<file path="src/hdl/tpp_pkg.sv">
`default_nettype none

package tpp_pkg;

    typedef enum logic [3:0] {
        PH_HDR     = 4'd0,
        PH_ALEN    = 4'd1,
        PH_AFLAGS  = 4'd2,
        PH_PCR     = 4'd3,
        PH_OPCR    = 4'd4,
        PH_SPLICE  = 4'd5,
        PH_PRIVLEN = 4'd6,
        PH_PRIV    = 4'd7,
        PH_ASKIP   = 4'd8,
        PH_PAYLOAD = 4'd9,
        PH_DISCARD = 4'd10,
        PH_SUMMARY = 4'd15
    } tpp_phase_t;

    localparam logic [1:0] KIND_PAYLOAD = 2'd0;
    localparam logic [1:0] KIND_PRIVATE = 2'd1;
    localparam logic [1:0] KIND_SUMMARY = 2'd2;

    localparam logic [7:0] SYNC_BYTE       = 8'h47;
    localparam logic [7:0] HDR_LAST_POS    = 8'd3;
    localparam logic [8:0] ADAPT_START     = 9'd4;
    localparam logic [7:0] CLOCK_REF_BYTES = 8'd6;

    // adaptation flag byte bit positions
    localparam int AF_PCR_BIT    = 4;
    localparam int AF_OPCR_BIT   = 3;
    localparam int AF_SPLICE_BIT = 2;
    localparam int AF_PRIV_BIT   = 1;

    typedef struct packed {
        logic        valid;
        logic [7:0]  stream_byte;
    } tpp_step_t;

    typedef struct packed {
        logic [1:0]  item_kind;
        logic [7:0]  item_byte;
        logic [12:0] packet_id;
        logic [5:0]  header_flags;
        logic [1:0]  scrambling;
        logic [3:0]  continuity;
        logic [7:0]  adaptation_flags;
        logic [32:0] pcr_base;
        logic [8:0]  pcr_ext;
        logic [32:0] opcr_base;
        logic [8:0]  opcr_ext;
        logic [7:0]  splice_countdown;
    } tpp_result_t;

    typedef struct packed {
        logic        valid;
        tpp_result_t result;
    } tpp_emit_t;

endpackage

`default_nettype wire

</file>
<file path="src/hdl/tpp_in_if.sv">
`default_nettype none

interface tpp_in_if;
    logic       valid;
    logic       ready;
    logic [7:0] stream_byte;

    modport source (output valid, output stream_byte, input ready);
    modport sink (input valid, input stream_byte, output ready);
endinterface

`default_nettype wire

</file>
<file path="src/hdl/tpp_out_if.sv">
`default_nettype none

interface tpp_out_if;
    logic               valid;
    logic               ready;
    logic [1:0]         item_kind;
    logic [7:0]         item_byte;
    logic [12:0]        packet_id;
    logic [5:0]         header_flags;
    logic [1:0]         scrambling;
    logic [3:0]         continuity;
    logic [7:0]         adaptation_flags;
    logic [32:0]        pcr_base;
    logic [8:0]         pcr_ext;
    logic [32:0]        opcr_base;
    logic [8:0]         opcr_ext;
    logic signed [7:0]  splice_countdown;

    modport source (
        output valid, output item_kind, output item_byte, output packet_id,
        output header_flags, output scrambling, output continuity,
        output adaptation_flags, output pcr_base, output pcr_ext,
        output opcr_base, output opcr_ext, output splice_countdown,
        input ready
    );
    modport sink (
        input valid, input item_kind, input item_byte, input packet_id,
        input header_flags, input scrambling, input continuity,
        input adaptation_flags, input pcr_base, input pcr_ext,
        input opcr_base, input opcr_ext, input splice_countdown,
        output ready
    );
endinterface

`default_nettype wire

</file>
<file path="src/hdl/tpp_in_reg.sv">
`default_nettype none

module tpp_in_reg (
    input  wire logic           clk,
    input  wire logic           rst_n,
    tpp_in_if.sink              stream_in,
    input  wire logic           slot_free,
    output tpp_pkg::tpp_step_t  step
);
    import tpp_pkg::*;

    logic       valid_reg;
    logic [7:0] byte_reg;

    assign stream_in.ready = !valid_reg || slot_free;

    always_ff @(posedge clk or negedge rst_n)
    begin
        if (!rst_n)
        begin
            valid_reg <= 1'b0;
        end
        else if (stream_in.valid && stream_in.ready)
        begin
            valid_reg <= 1'b1;
        end
        else if (slot_free)
        begin
            valid_reg <= 1'b0;
        end
    end

    always_ff @(posedge clk)
    begin
        if (stream_in.valid && stream_in.ready)
        begin
            byte_reg <= stream_in.stream_byte;
        end
    end

    assign step.valid       = valid_reg;
    assign step.stream_byte = byte_reg;
endmodule

`default_nettype wire

</file>
<file path="src/hdl/tpp_parse.sv">
`default_nettype none

module tpp_parse #(
    parameter int PAYLOAD_AREA_BYTES = 184
) (
    input  wire logic                clk,
    input  wire logic                rst_n,
    input  wire tpp_pkg::tpp_step_t  step,
    input  wire logic                slot_free,
    output tpp_pkg::tpp_emit_t       emit
);
    import tpp_pkg::*;

    localparam logic [7:0] LAST_POS = 8'(3 + PAYLOAD_AREA_BYTES);

    logic        fire;
    logic [7:0]  b;

    logic [7:0]  byte_position_reg, byte_position_next;
    logic [23:0] header_reg, header_next;
    logic [7:0]  adapt_length_reg, adapt_length_next;
    logic [7:0]  adapt_flag_reg, adapt_flag_next;
    logic [47:0] clock_ref_reg, clock_ref_next;
    logic [41:0] pcr_reg, pcr_next;
    logic [41:0] opcr_reg, opcr_next;
    logic [7:0]  splice_reg, splice_next;
    logic [7:0]  private_left_reg, private_left_next;
    logic        sync_bad_reg, sync_bad_next;
    tpp_phase_t  parse_phase_reg, parse_phase_next;

    tpp_phase_t  nxt;
    logic        has_result;
    logic [1:0]  kind;
    logic [7:0]  data;
    logic [8:0]  aend;
    logic [7:0]  left_dec;
    logic [41:0] clock_val;

    // first clock-reference or splice field at or after 'from' whose flag is set
    function automatic tpp_phase_t next_field(input tpp_phase_t from, input logic [7:0] f);
        tpp_phase_t r;
        begin
            if (from <= PH_PCR && f[AF_PCR_BIT])
                r = PH_PCR;
            else if (from <= PH_OPCR && f[AF_OPCR_BIT])
                r = PH_OPCR;
            else if (from <= PH_SPLICE && f[AF_SPLICE_BIT])
                r = PH_SPLICE;
            else
                r = PH_SUMMARY;
            return r;
        end
    endfunction

    assign fire = step.valid && slot_free;
    assign b    = step.stream_byte;

    always_comb
    begin
        header_next       = header_reg;
        adapt_length_next = adapt_length_reg;
        adapt_flag_next   = adapt_flag_reg;
        clock_ref_next    = clock_ref_reg;
        pcr_next          = pcr_reg;
        opcr_next         = opcr_reg;
        splice_next       = splice_reg;
        private_left_next = private_left_reg;
        sync_bad_next     = sync_bad_reg;
        nxt               = parse_phase_reg;
        has_result        = 1'b0;
        kind              = KIND_PAYLOAD;
        data              = 8'h00;
        left_dec          = private_left_reg - {7'd0, (private_left_reg != 8'd0)};
        clock_val         = '0;
        aend              = '0;

        case (parse_phase_reg)
            PH_HDR:
            begin
                if (byte_position_reg == 8'd0)
                begin
                    sync_bad_next     = (b != SYNC_BYTE);
                    header_next       = '0;
                    adapt_length_next = '0;
                    adapt_flag_next   = '0;
                    clock_ref_next    = '0;
                    pcr_next          = '0;
                    opcr_next         = '0;
                    splice_next       = '0;
                    private_left_next = '0;
                end
                else
                begin
                    header_next = {header_reg[15:0], b};
                    if (byte_position_reg >= HDR_LAST_POS)
                    begin
                        if (header_next[5])
                        begin
                            nxt = PH_ALEN;
                        end
                        else
                        begin
                            has_result = 1'b1;
                            kind       = KIND_SUMMARY;
                            nxt        = header_next[4] ? PH_PAYLOAD : PH_DISCARD;
                        end
                    end
                end
            end
            PH_ALEN:
            begin
                adapt_length_next = b;
                nxt               = PH_AFLAGS;
            end
            PH_AFLAGS:
            begin
                adapt_flag_next = b;
                nxt             = next_field(PH_PCR, b);
            end
            PH_PCR, PH_OPCR:
            begin
                clock_ref_next    = {clock_ref_reg[39:0], b};
                private_left_next = left_dec;
                clock_val         = {clock_ref_next[47:15], clock_ref_next[8:0]};
                if (left_dec == 8'd0)
                begin
                    if (parse_phase_reg == PH_PCR)
                    begin
                        pcr_next = clock_val;
                        nxt      = next_field(PH_OPCR, adapt_flag_reg);
                    end
                    else
                    begin
                        opcr_next = clock_val;
                        nxt       = next_field(PH_SPLICE, adapt_flag_reg);
                    end
                end
            end
            PH_SPLICE:
            begin
                splice_next = b;
                nxt         = PH_SUMMARY;
            end
            PH_PRIVLEN:
            begin
                private_left_next = b;
                nxt               = (b != 8'd0) ? PH_PRIV : PH_ASKIP;
            end
            PH_PRIV:
            begin
                has_result        = 1'b1;
                kind              = KIND_PRIVATE;
                data              = b;
                private_left_next = left_dec;
                if (left_dec == 8'd0)
                    nxt = PH_ASKIP;
            end
            PH_PAYLOAD:
            begin
                has_result = 1'b1;
                kind       = KIND_PAYLOAD;
                data       = b;
            end
            default:
            begin
            end
        endcase

        // entering a clock-reference field restarts its byte count
        if (nxt != parse_phase_reg && (nxt == PH_PCR || nxt == PH_OPCR))
        begin
            private_left_next = CLOCK_REF_BYTES;
            clock_ref_next    = '0;
        end

        if (nxt == PH_SUMMARY)
        begin
            has_result = 1'b1;
            kind       = KIND_SUMMARY;
            data       = 8'h00;
            nxt        = adapt_flag_next[AF_PRIV_BIT] ? PH_PRIVLEN : PH_ASKIP;
        end

        // adaptation field end, clipped at the packet end
        if (nxt >= PH_AFLAGS && nxt <= PH_ASKIP)
        begin
            aend = ADAPT_START + {1'b0, adapt_length_next};
            if (aend > {1'b0, LAST_POS})
                aend = {1'b0, LAST_POS};
            if ({1'b0, byte_position_reg} >= aend)
            begin
                if (nxt <= PH_SPLICE)
                begin
                    has_result = 1'b1;
                    kind       = KIND_SUMMARY;
                    data       = 8'h00;
                end
                nxt = (header_next[5:4] == 2'b11) ? PH_PAYLOAD : PH_DISCARD;
            end
        end

        if (byte_position_reg >= LAST_POS)
        begin
            byte_position_next = '0;
            parse_phase_next   = PH_HDR;
        end
        else
        begin
            byte_position_next = byte_position_reg + 8'd1;
            parse_phase_next   = nxt;
        end
    end

    always_ff @(posedge clk or negedge rst_n)
    begin
        if (!rst_n)
        begin
            byte_position_reg <= '0;
            header_reg        <= '0;
            adapt_length_reg  <= '0;
            adapt_flag_reg    <= '0;
            clock_ref_reg     <= '0;
            pcr_reg           <= '0;
            opcr_reg          <= '0;
            splice_reg        <= '0;
            private_left_reg  <= '0;
            sync_bad_reg      <= 1'b0;
            parse_phase_reg   <= PH_HDR;
        end
        else if (fire)
        begin
            byte_position_reg <= byte_position_next;
            header_reg        <= header_next;
            adapt_length_reg  <= adapt_length_next;
            adapt_flag_reg    <= adapt_flag_next;
            clock_ref_reg     <= clock_ref_next;
            pcr_reg           <= pcr_next;
            opcr_reg          <= opcr_next;
            splice_reg        <= splice_next;
            private_left_reg  <= private_left_next;
            sync_bad_reg      <= sync_bad_next;
            parse_phase_reg   <= parse_phase_next;
        end
    end

    assign emit.valid                   = fire && has_result;
    assign emit.result.item_kind        = kind;
    assign emit.result.item_byte        = data;
    assign emit.result.packet_id        = header_next[20:8];
    assign emit.result.header_flags     = {sync_bad_next, header_next[5:4], header_next[21],
                                           header_next[22], header_next[23]};
    assign emit.result.scrambling       = header_next[7:6];
    assign emit.result.continuity       = header_next[3:0];
    assign emit.result.adaptation_flags = adapt_flag_next;
    assign emit.result.pcr_base         = pcr_next[41:9];
    assign emit.result.pcr_ext          = pcr_next[8:0];
    assign emit.result.opcr_base        = opcr_next[41:9];
    assign emit.result.opcr_ext         = opcr_next[8:0];
    assign emit.result.splice_countdown = splice_next;

`ifndef NO_ASSERTIONS
    a_pos_in_packet: assert property (@(posedge clk) disable iff (!rst_n)
        byte_position_reg <= LAST_POS)
        else $error("byte position beyond packet end");

    a_sync_phase: assert property (@(posedge clk) disable iff (!rst_n)
        byte_position_reg == 8'd0 |-> parse_phase_reg == PH_HDR)
        else $error("packet start outside header phase");

    a_summary_resolved: assert property (@(posedge clk) disable iff (!rst_n)
        parse_phase_reg != PH_SUMMARY)
        else $error("summary phase left in state register");

    a_payload_emits: assert property (@(posedge clk) disable iff (!rst_n)
        fire && parse_phase_reg == PH_PAYLOAD |-> emit.valid
            && emit.result.item_kind == KIND_PAYLOAD)
        else $error("payload byte not emitted");
`endif
endmodule

`default_nettype wire

</file>
<file path="src/hdl/tpp_out_reg.sv">
`default_nettype none

module tpp_out_reg (
    input  wire logic                clk,
    input  wire logic                rst_n,
    input  wire tpp_pkg::tpp_emit_t  emit,
    output logic                     slot_free,
    tpp_out_if.source                result_out
);
    import tpp_pkg::*;

    logic        valid_reg;
    tpp_result_t result_reg;

    assign slot_free = !valid_reg || result_out.ready;

    always_ff @(posedge clk or negedge rst_n)
    begin
        if (!rst_n)
        begin
            valid_reg <= 1'b0;
        end
        else if (slot_free)
        begin
            valid_reg <= emit.valid;
        end
    end

    always_ff @(posedge clk)
    begin
        if (slot_free && emit.valid)
        begin
            result_reg <= emit.result;
        end
    end

    assign result_out.valid            = valid_reg;
    assign result_out.item_kind        = result_reg.item_kind;
    assign result_out.item_byte        = result_reg.item_byte;
    assign result_out.packet_id        = result_reg.packet_id;
    assign result_out.header_flags     = result_reg.header_flags;
    assign result_out.scrambling       = result_reg.scrambling;
    assign result_out.continuity       = result_reg.continuity;
    assign result_out.adaptation_flags = result_reg.adaptation_flags;
    assign result_out.pcr_base         = result_reg.pcr_base;
    assign result_out.pcr_ext          = result_reg.pcr_ext;
    assign result_out.opcr_base        = result_reg.opcr_base;
    assign result_out.opcr_ext         = result_reg.opcr_ext;
    assign result_out.splice_countdown = $signed(result_reg.splice_countdown);
endmodule

`default_nettype wire

</file>
<file path="src/hdl/transport_packet_parser.sv">
// Transport stream packet parser.
// stream_in takes one byte of a packet-aligned stream per transaction; each
// packet is 4 + PAYLOAD_AREA_BYTES bytes starting with the sync byte.
// result_out delivers payload bytes, private data bytes and one header
// summary per packet, every transaction carrying the current packet's
// header, adaptation flags, PCR, OPCR and splice countdown.
// Throughput: one byte per cycle while result_out does not stall. A byte is
// held in the input register; its result, if any, is registered in the
// output register when the parse step takes the byte. The parse step is
// combinational logic between those two registers.
// A byte that produces no result still passes through the parse step.
// Reset clears all parse state; the next byte taken is treated as a sync
// byte. When result_out is stalled with a result held, the parse step waits
// and stream_in takes at most one more byte into the input register.
`default_nettype none

module transport_packet_parser #(
    parameter int PAYLOAD_AREA_BYTES = 184
) (
    input  wire logic   clk,
    input  wire logic   rst_n,
    tpp_in_if.sink      stream_in,
    tpp_out_if.source   result_out
);
    import tpp_pkg::*;

    tpp_step_t step;
    tpp_emit_t emit;
    logic      slot_free;

    tpp_in_reg u_in_reg (
        .clk       (clk),
        .rst_n     (rst_n),
        .stream_in (stream_in),
        .slot_free (slot_free),
        .step      (step)
    );

    tpp_parse #(
        .PAYLOAD_AREA_BYTES (PAYLOAD_AREA_BYTES)
    ) u_parse (
        .clk       (clk),
        .rst_n     (rst_n),
        .step      (step),
        .slot_free (slot_free),
        .emit      (emit)
    );

    tpp_out_reg u_out_reg (
        .clk        (clk),
        .rst_n      (rst_n),
        .emit       (emit),
        .slot_free  (slot_free),
        .result_out (result_out)
    );
endmodule

`default_nettype wire

</file>
<file path="src/flat_wrapper.sv">
// flat-port wrapper written by rule: the top's interface ports become plain ports
module transport_packet_parser_flat import tpp_pkg::*;
#(
    parameter int PAYLOAD_AREA_BYTES = 184
)
  (clk, rst_n, stream_in_valid, stream_in_stream_byte, stream_in_ready, result_out_valid, result_out_item_kind, result_out_item_byte, result_out_packet_id, result_out_header_flags, result_out_scrambling, result_out_continuity, result_out_adaptation_flags, result_out_pcr_base, result_out_pcr_ext, result_out_opcr_base, result_out_opcr_ext, result_out_splice_countdown, result_out_ready);
  tpp_in_if stream_in_i ();
  tpp_out_if result_out_i ();
  input  wire logic clk;
  input  wire logic rst_n;
  input wire logic [$bits(stream_in_i.valid)-1:0] stream_in_valid;
  input wire logic [$bits(stream_in_i.stream_byte)-1:0] stream_in_stream_byte;
  output wire logic [$bits(stream_in_i.ready)-1:0] stream_in_ready;
  output wire logic [$bits(result_out_i.valid)-1:0] result_out_valid;
  output wire logic [$bits(result_out_i.item_kind)-1:0] result_out_item_kind;
  output wire logic [$bits(result_out_i.item_byte)-1:0] result_out_item_byte;
  output wire logic [$bits(result_out_i.packet_id)-1:0] result_out_packet_id;
  output wire logic [$bits(result_out_i.header_flags)-1:0] result_out_header_flags;
  output wire logic [$bits(result_out_i.scrambling)-1:0] result_out_scrambling;
  output wire logic [$bits(result_out_i.continuity)-1:0] result_out_continuity;
  output wire logic [$bits(result_out_i.adaptation_flags)-1:0] result_out_adaptation_flags;
  output wire logic [$bits(result_out_i.pcr_base)-1:0] result_out_pcr_base;
  output wire logic [$bits(result_out_i.pcr_ext)-1:0] result_out_pcr_ext;
  output wire logic [$bits(result_out_i.opcr_base)-1:0] result_out_opcr_base;
  output wire logic [$bits(result_out_i.opcr_ext)-1:0] result_out_opcr_ext;
  output wire logic [$bits(result_out_i.splice_countdown)-1:0] result_out_splice_countdown;
  input wire logic [$bits(result_out_i.ready)-1:0] result_out_ready;
  assign stream_in_i.valid = stream_in_valid;
  assign stream_in_i.stream_byte = stream_in_stream_byte;
  assign stream_in_ready = stream_in_i.ready;
  assign result_out_valid = result_out_i.valid;
  assign result_out_item_kind = result_out_i.item_kind;
  assign result_out_item_byte = result_out_i.item_byte;
  assign result_out_packet_id = result_out_i.packet_id;
  assign result_out_header_flags = result_out_i.header_flags;
  assign result_out_scrambling = result_out_i.scrambling;
  assign result_out_continuity = result_out_i.continuity;
  assign result_out_adaptation_flags = result_out_i.adaptation_flags;
  assign result_out_pcr_base = result_out_i.pcr_base;
  assign result_out_pcr_ext = result_out_i.pcr_ext;
  assign result_out_opcr_base = result_out_i.opcr_base;
  assign result_out_opcr_ext = result_out_i.opcr_ext;
  assign result_out_splice_countdown = result_out_i.splice_countdown;
  assign result_out_i.ready = result_out_ready;
  transport_packet_parser #(.PAYLOAD_AREA_BYTES(PAYLOAD_AREA_BYTES)) u_core (.clk(clk), .rst_n(rst_n), .stream_in(stream_in_i), .result_out(result_out_i));
endmodule
</file>
<file path="config.mk">
export PLATFORM = sky130hd
export DESIGN_NAME = transport_packet_parser_flat
export DESIGN_NICKNAME = d
export VERILOG_FILES = /design/src/hdl/tpp_pkg.sv /design/src/hdl/tpp_in_if.sv /design/src/hdl/tpp_out_if.sv /design/src/hdl/tpp_in_reg.sv /design/src/hdl/tpp_parse.sv /design/src/hdl/tpp_out_reg.sv /design/src/hdl/transport_packet_parser.sv /design/src/flat_wrapper.sv
export SDC_FILE = /design/constraint.sdc
export NUM_CORES = 1
export LEC_CHECK = 0
export BUFFER_PORTS_ARGS = -buffer_cell sky130_fd_sc_hd__buf_2
export CORE_ASPECT_RATIO = 1.2
export CORE_MARGIN = 3
export CORE_UTILIZATION = 55
export DETAILED_ROUTE_END_ITERATION = 12
export GPL_TIMING_DRIVEN = 0
export PLACE_DENSITY_LB_ADDON = 0.1
export REMOVE_ABC_BUFFERS = 1
export SLEW_MARGIN = 5
export SYNTH_ARGS = -nofsm -noshare
export SYNTH_HDL_FRONTEND = slang
export SYNTH_SLANG_ARGS = --single-unit
</file>
<file path="constraint.sdc">
create_clock -name clk -period 32.1 [get_ports clk]
set_input_delay 6.42 -clock clk [delete_from_list [all_inputs] [get_ports clk]]
set_output_delay 6.42 -clock clk [all_outputs]
set_load 0.02 [all_outputs]
</file>
; Word-level counts from Yosys, hierarchy flattened
; Cells that the tools add are included.
[op_classes]
add_sub_neg = 3
order_cmp = 7
n_eq_ne = 15
n_mux = 70
n_reduce_logical = 24
[ops]
columns = cell, n
row1 = $mux W42, 6
row2 = $pmux W42 S2, 2
row3 = $mux W8, 11
row4 = $mux W40, 2
row5 = $pmux W40 S2, 1
row6 = $mux W4, 17
row7 = $mux W24, 2
row8 = $pmux W8 S2, 3
row9 = $pmux W4 S7, 1
row10 = $pmux W8 S3, 1
row11 = $eq A4 B3 Y1 const B, 5
row12 = $mux W2, 9
row13 = $mux W9, 2
row14 = $logic_not A8 Y1, 2
row15 = $reduce_bool A8 Y1, 2
row16 = $eq A4 B2 Y1 const B, 3
row17 = $mux W1, 11
row18 = $add A3 B8 Y9 const A, 1
row19 = $ge A8 B9 Y1, 1
row20 = $gt A9 B8 Y1 const B, 1
row21 = $add A8 B1 Y8 const B, 1
row22 = $eq A4 B4 Y1 const B, 2
row23 = $ge A8 B2 Y1 const B, 1
row24 = $ge A8 B8 Y1 const B, 1
row25 = other kinds (21), 31
[totals]
ff_bits = 338
word_cells = 145

; Depth between registers and ports, before layout
[depth]
ltp_word = 15
mapped_depth = 24
mapped_depth_nobuf = 22

; By module
; Synthesis repeated with hierarchy kept, for this count alone.
[unflattened]
hier_cells = 1339
area_unflattened_um2 = 14749.1
[modules_own_cells]
columns = mod, instances, cells_each, area_each_um2, seq_area_each_um2
row1 = tpp_parse, 1, 1187, 10339.9, 4829.6
row2 = tpp_out_reg, 1, 139, 4107.7, 4078.9
row3 = tpp_in_reg, 1, 13, 301.5, 265.3

; Worst setup path before layout
; Ideal clock, no wire load.
[synth_timing]
path_type = input to register
startpoint = input result_out_ready
endpoint = register u_core.u_out_reg.result_reg, in the netlist u_core.u_out_reg.result_out.adaptation_flags[0] (enable)
setup_ns = 0.710
arrival_time_ns = 13.902
required_ns = 31.390
setup_slack_ns = 17.488
path_stages = 6
cell_sequence = nor2b_1 nand2b_1 clkbuf_1 clkbuf_1 clkbuf_1 a31oi_1
[synth_via]
elab_chain_cells = 4
[synth_rtl]
columns = item, line
row1 = "start, declared", flat_wrapper.sv:27  ; input wire logic [$bits(result_out_i.ready)-1:0] result_out_ready;
row2 = $logic_or A1 B1 Y1 (*), tpp_out_reg.sv:15  ; assign slot_free = !valid_reg || result_out.ready;
row3 = $logic_and A1 B1 Y1, tpp_parse.sv:55  ; assign fire = step.valid && slot_free;
row4 = $logic_and A1 B1 Y1, tpp_parse.sv:246  ; assign emit.valid = fire && has_result;
row5 = $logic_and A1 B1 Y1 (*), tpp_out_reg.sv:31  ; if (slot_free && emit.valid)
row6 = "end signal, assigned", tpp_out_reg.sv:33  ; result_reg <= emit.result;
row7 = "end, declared", tpp_out_reg.sv:13  ; tpp_result_t result_reg;
; Mark *: on every way between the ends. The rest lies on a longest branch, timed or not.
; A chain may end at the register's enable or synchronous reset.

; Final worst setup path
[layout_timing]
startpoint = input result_out_ready
endpoint = output stream_in_ready
[layout_via]
elab_chain_cells = 2
[layout_rtl]
columns = item, line
row1 = $logic_or A1 B1 Y1, tpp_out_reg.sv:15
row2 = $logic_or A1 B1 Y1, tpp_in_reg.sv:15  ; assign stream_in.ready = !valid_reg || slot_free;
row3 = "end, declared", flat_wrapper.sv:13  ; output wire logic [$bits(stream_in_i.ready)-1:0] stream_in_ready;
; Every way passes these cells.

==> impl_results.md <==
* Crit share post-route at 42.4%
* Worst-margin pin slew at about 1.0 ns
* Final wirelength at between 30000 and 40000 um
* Post-synth EDFFs at between 100 and 150
* Placed Area at about 0.016 mm2
* Crit path kind: primary input to output port
* Ranking of synthesized cells by area: dfrtp_1 33%, edfxtp_1 29%, nand2_1 6.0%
* Mapped Area at roughly 0.015 mm2
* Initial detailed-routing violation count at ~630
* Synth Flop Type: dfrtp_1
* Setup TNS at 0 ns
* Gp weighted congestion at about 0.86
* Fillers at about 2000
* Antenna Diode Count at 0
* Final Max Slew Viols at 0
* Nets at 1412
* Port Buffers at 148
* Avg Cell Area, Syn at approximately 12 um2
* Setup crit end kind: output port
* Wire per inst at 19.6 um
* Tightest Hold Check Type: flop to flop
* Outcome: complete, no violations
* RSZ-0062 raised after global routing: no
* P&R area growth vs syn at 16.2%
* Vias in the first global route at around 10000
* Headroom to the max-slew limit at a little under a third
* Flops & latches, synth at approximately 340
* Initial antenna violation count at 0
* TritonRoute pass-1 iters at 6
* Core Area at between 0.02 and 0.03 mm2
* Worst EP required at 25.68 ns
* PD cells at 93.8 mW/mm2
* Final setup fails at 0
* Synth unique cells at 67
* Largest net degree at the start of global routing at 103
* TritonCTS clock tree: done
* Cell taking the most area after synthesis: dfrtp_1
* CTS buffer count at 34
* Root buf cell: clkbuf_16
* Clk sinks at about 340
* Remaining global-route overflow at 0
* Post-DRT Antenna Nets at 0
* Resized cells post-CTS at 0
* # DRC at 0
* Die Area at 0.0291 mm2
* # Post-CTS Setup Buffers at 0
* Top-area cell type share of the netlist area at around a third
* Cells after synthesis at 1266
* Yosys warns at 0
* Skew final at between 0.008 and 0.009 ns
* Seq/Total Area, Yosys at a little over 60%
* Vias at roughly 10000
* Initial core utilization at 56.3%
* Reg clk slew, reported paths at around 0.06 ns
* VDD IR max at 0.0000624 V
* Die Height at about 190 um
* Max FO, Critical Path at 5
* Row cnt at 65
* CP arrival at around 7 ns
* Hold_buf cts at 0
* Fmax at approximately 0.074 GHz
* Final hold violations at 0
* Dpl hpwl at ~22000 um
* CP Launch Type: primary input
* Min cycle time layout at around 14 ns
* Max Cap Violations at 0
* Vias per cell at about 6.0
* Post-route cell area at about 0.017 mm2
* # IOs at about 150
* First-pass GRT wire length at ~54000 um
* GRT Overall Usage at between 20% and 30%
* Max Root-Sink Buffers at 3
* Clock Latency Late Sink at around 0.51 ns
* H-tree depth at 2
* Synth async-reset ratio at 57.7%
* Layout cells sized above 1 at between 20 and 25%
* Die Width at 156 um
* Final core occ at 65.4%
* Leak pwr at 7.71 nW
[worst max-delay path, cell delays in order]
cell and delay, ns:
buf_2 0.09, nor2b_1 0.33, nand2_1 0.15, buf_2 0.18
[cell usage in the layout, fill, tap and decap left out, drive strengths merged, types with 8 or more instances in the layout]
cell / n
nand2: 237
nor4: 9
ha: 14
a22oi: 11
o21ai: 44
dfrtp: 195
clkinv: 10
edfxtp: 143
nor2: 71
nand2b: 8
a22o: 86
and3: 16
o31ai: 35
mux2: 66
nand3: 59
a31oi: 17
buf: 176
a21oi: 25
clkbuf: 49
mux2i: 33
inv: 17
[cell families after synthesis]
group	after synthesis	share of synthesized area, %
xor gates and xnor gates	6	0.353
AOI/OAI and AO/OA	260	13.2
DFF	338	61.7
and+or+nand+nor	440	13.1
buffers and inverters	109	3.24
muxes	99	7.22
adders and majority gates	14	1.18
[synthesized netlist by cell type (all sizes together), types with 3 or more instances]
cell type  number
nand3          59
a32oi           3
nand2         237
o21ai          44
o31ai          35
nand4           3
buf            24
ha             14
nor4b           5
nor4            9
dfrtp         195
and3           16
nor2b           5
a22o           86
xnor2           3
o21a            3
a21oi          25
xor2            3
a311oi          4
a22oi          11
clkbuf         68
nand2b          8
nor2           71
o211ai          3
nor3            7
nor3b           4
a21o            4
o2bb2ai         5
mux2           66
a31oi          17
mux2i          33
a32o            3
inv            16
and2            7
edfxtp        143
[final timing paths]
kind,from,endpoint,slack (ns),depth (start not counted)
min in group asynchronous,rst_n,u_core.u_parse.pcr_reg[41]$_DFFE_PN0P_,5.91,1
max in group asynchronous,rst_n,u_core.u_parse.pcr_reg[4]$_DFFE_PN0P_,25.24,2
min,u_core.u_parse.opcr_reg[22]$_DFFE_PN0P_,u_core.u_parse.opcr_reg[22]$_DFFE_PN0P_,0.48,2
max,result_out_ready,stream_in_ready,18.50,4
max reg2reg,u_core.u_parse.byte_position_reg[4]$_DFFE_PN0P_,u_core.u_out_reg.result_out.pcr_base[20]$_DFFE_PP_,25.81,21
min reg2reg,u_core.u_parse.opcr_reg[22]$_DFFE_PN0P_,u_core.u_parse.opcr_reg[22]$_DFFE_PN0P_,0.48,2
[where the power goes]
part	leakage, nW	switching [mW]	internal (mW)
logic	3.21	0.357	0.212
clock network	0.521	0.160	0.219
registers	3.97	0.0800	0.593
total	7.71	0.597	1.02
[area by class of cell]
class                      instances  area, um2  area share (%)
inverter                          17       63.8           0.369
tap                              335        419            2.43
clock buffer                      49        968            5.60
timing repair buffer             176       1270            7.35
sequential                       338       9170            53.1
clock inverter                    12       92.6           0.536
multi-input combinational        819       5300            30.6
[per-stage QoR]
| step | cells | setup slack [ns] | hold slack (ns) | total power [mW] |
|---|---|---|---|---|
| 2_1_floorplan | 1174 | 16.21 | 0.446 | 1.06 |
| 3_3_place_gp | 1657 | 9.53 | 0.458 | 1.24 |
| 3_5_place_dp | 1685 | 18.50 | 0.463 | 1.25 |
| 4_1_cts | 1746 | 18.49 | 0.478 | 1.63 |
| 5_1_grt | 1746 | 18.40 | 0.500 | 1.71 |
| 6_report | 1746 | 18.50 | 0.477 | 1.62 |
[routing by layer]
metal	vias to the layer above	GRT usage [%]	routed length (um)
li1	4875	-	-
met1	5205	31.7	14600
met2	319	39.3	16900
met3	60	3.54	1850
met4	0	7.46	867
met5	-	0	0
Note: power is estimated with default switching activity, not from simulation.
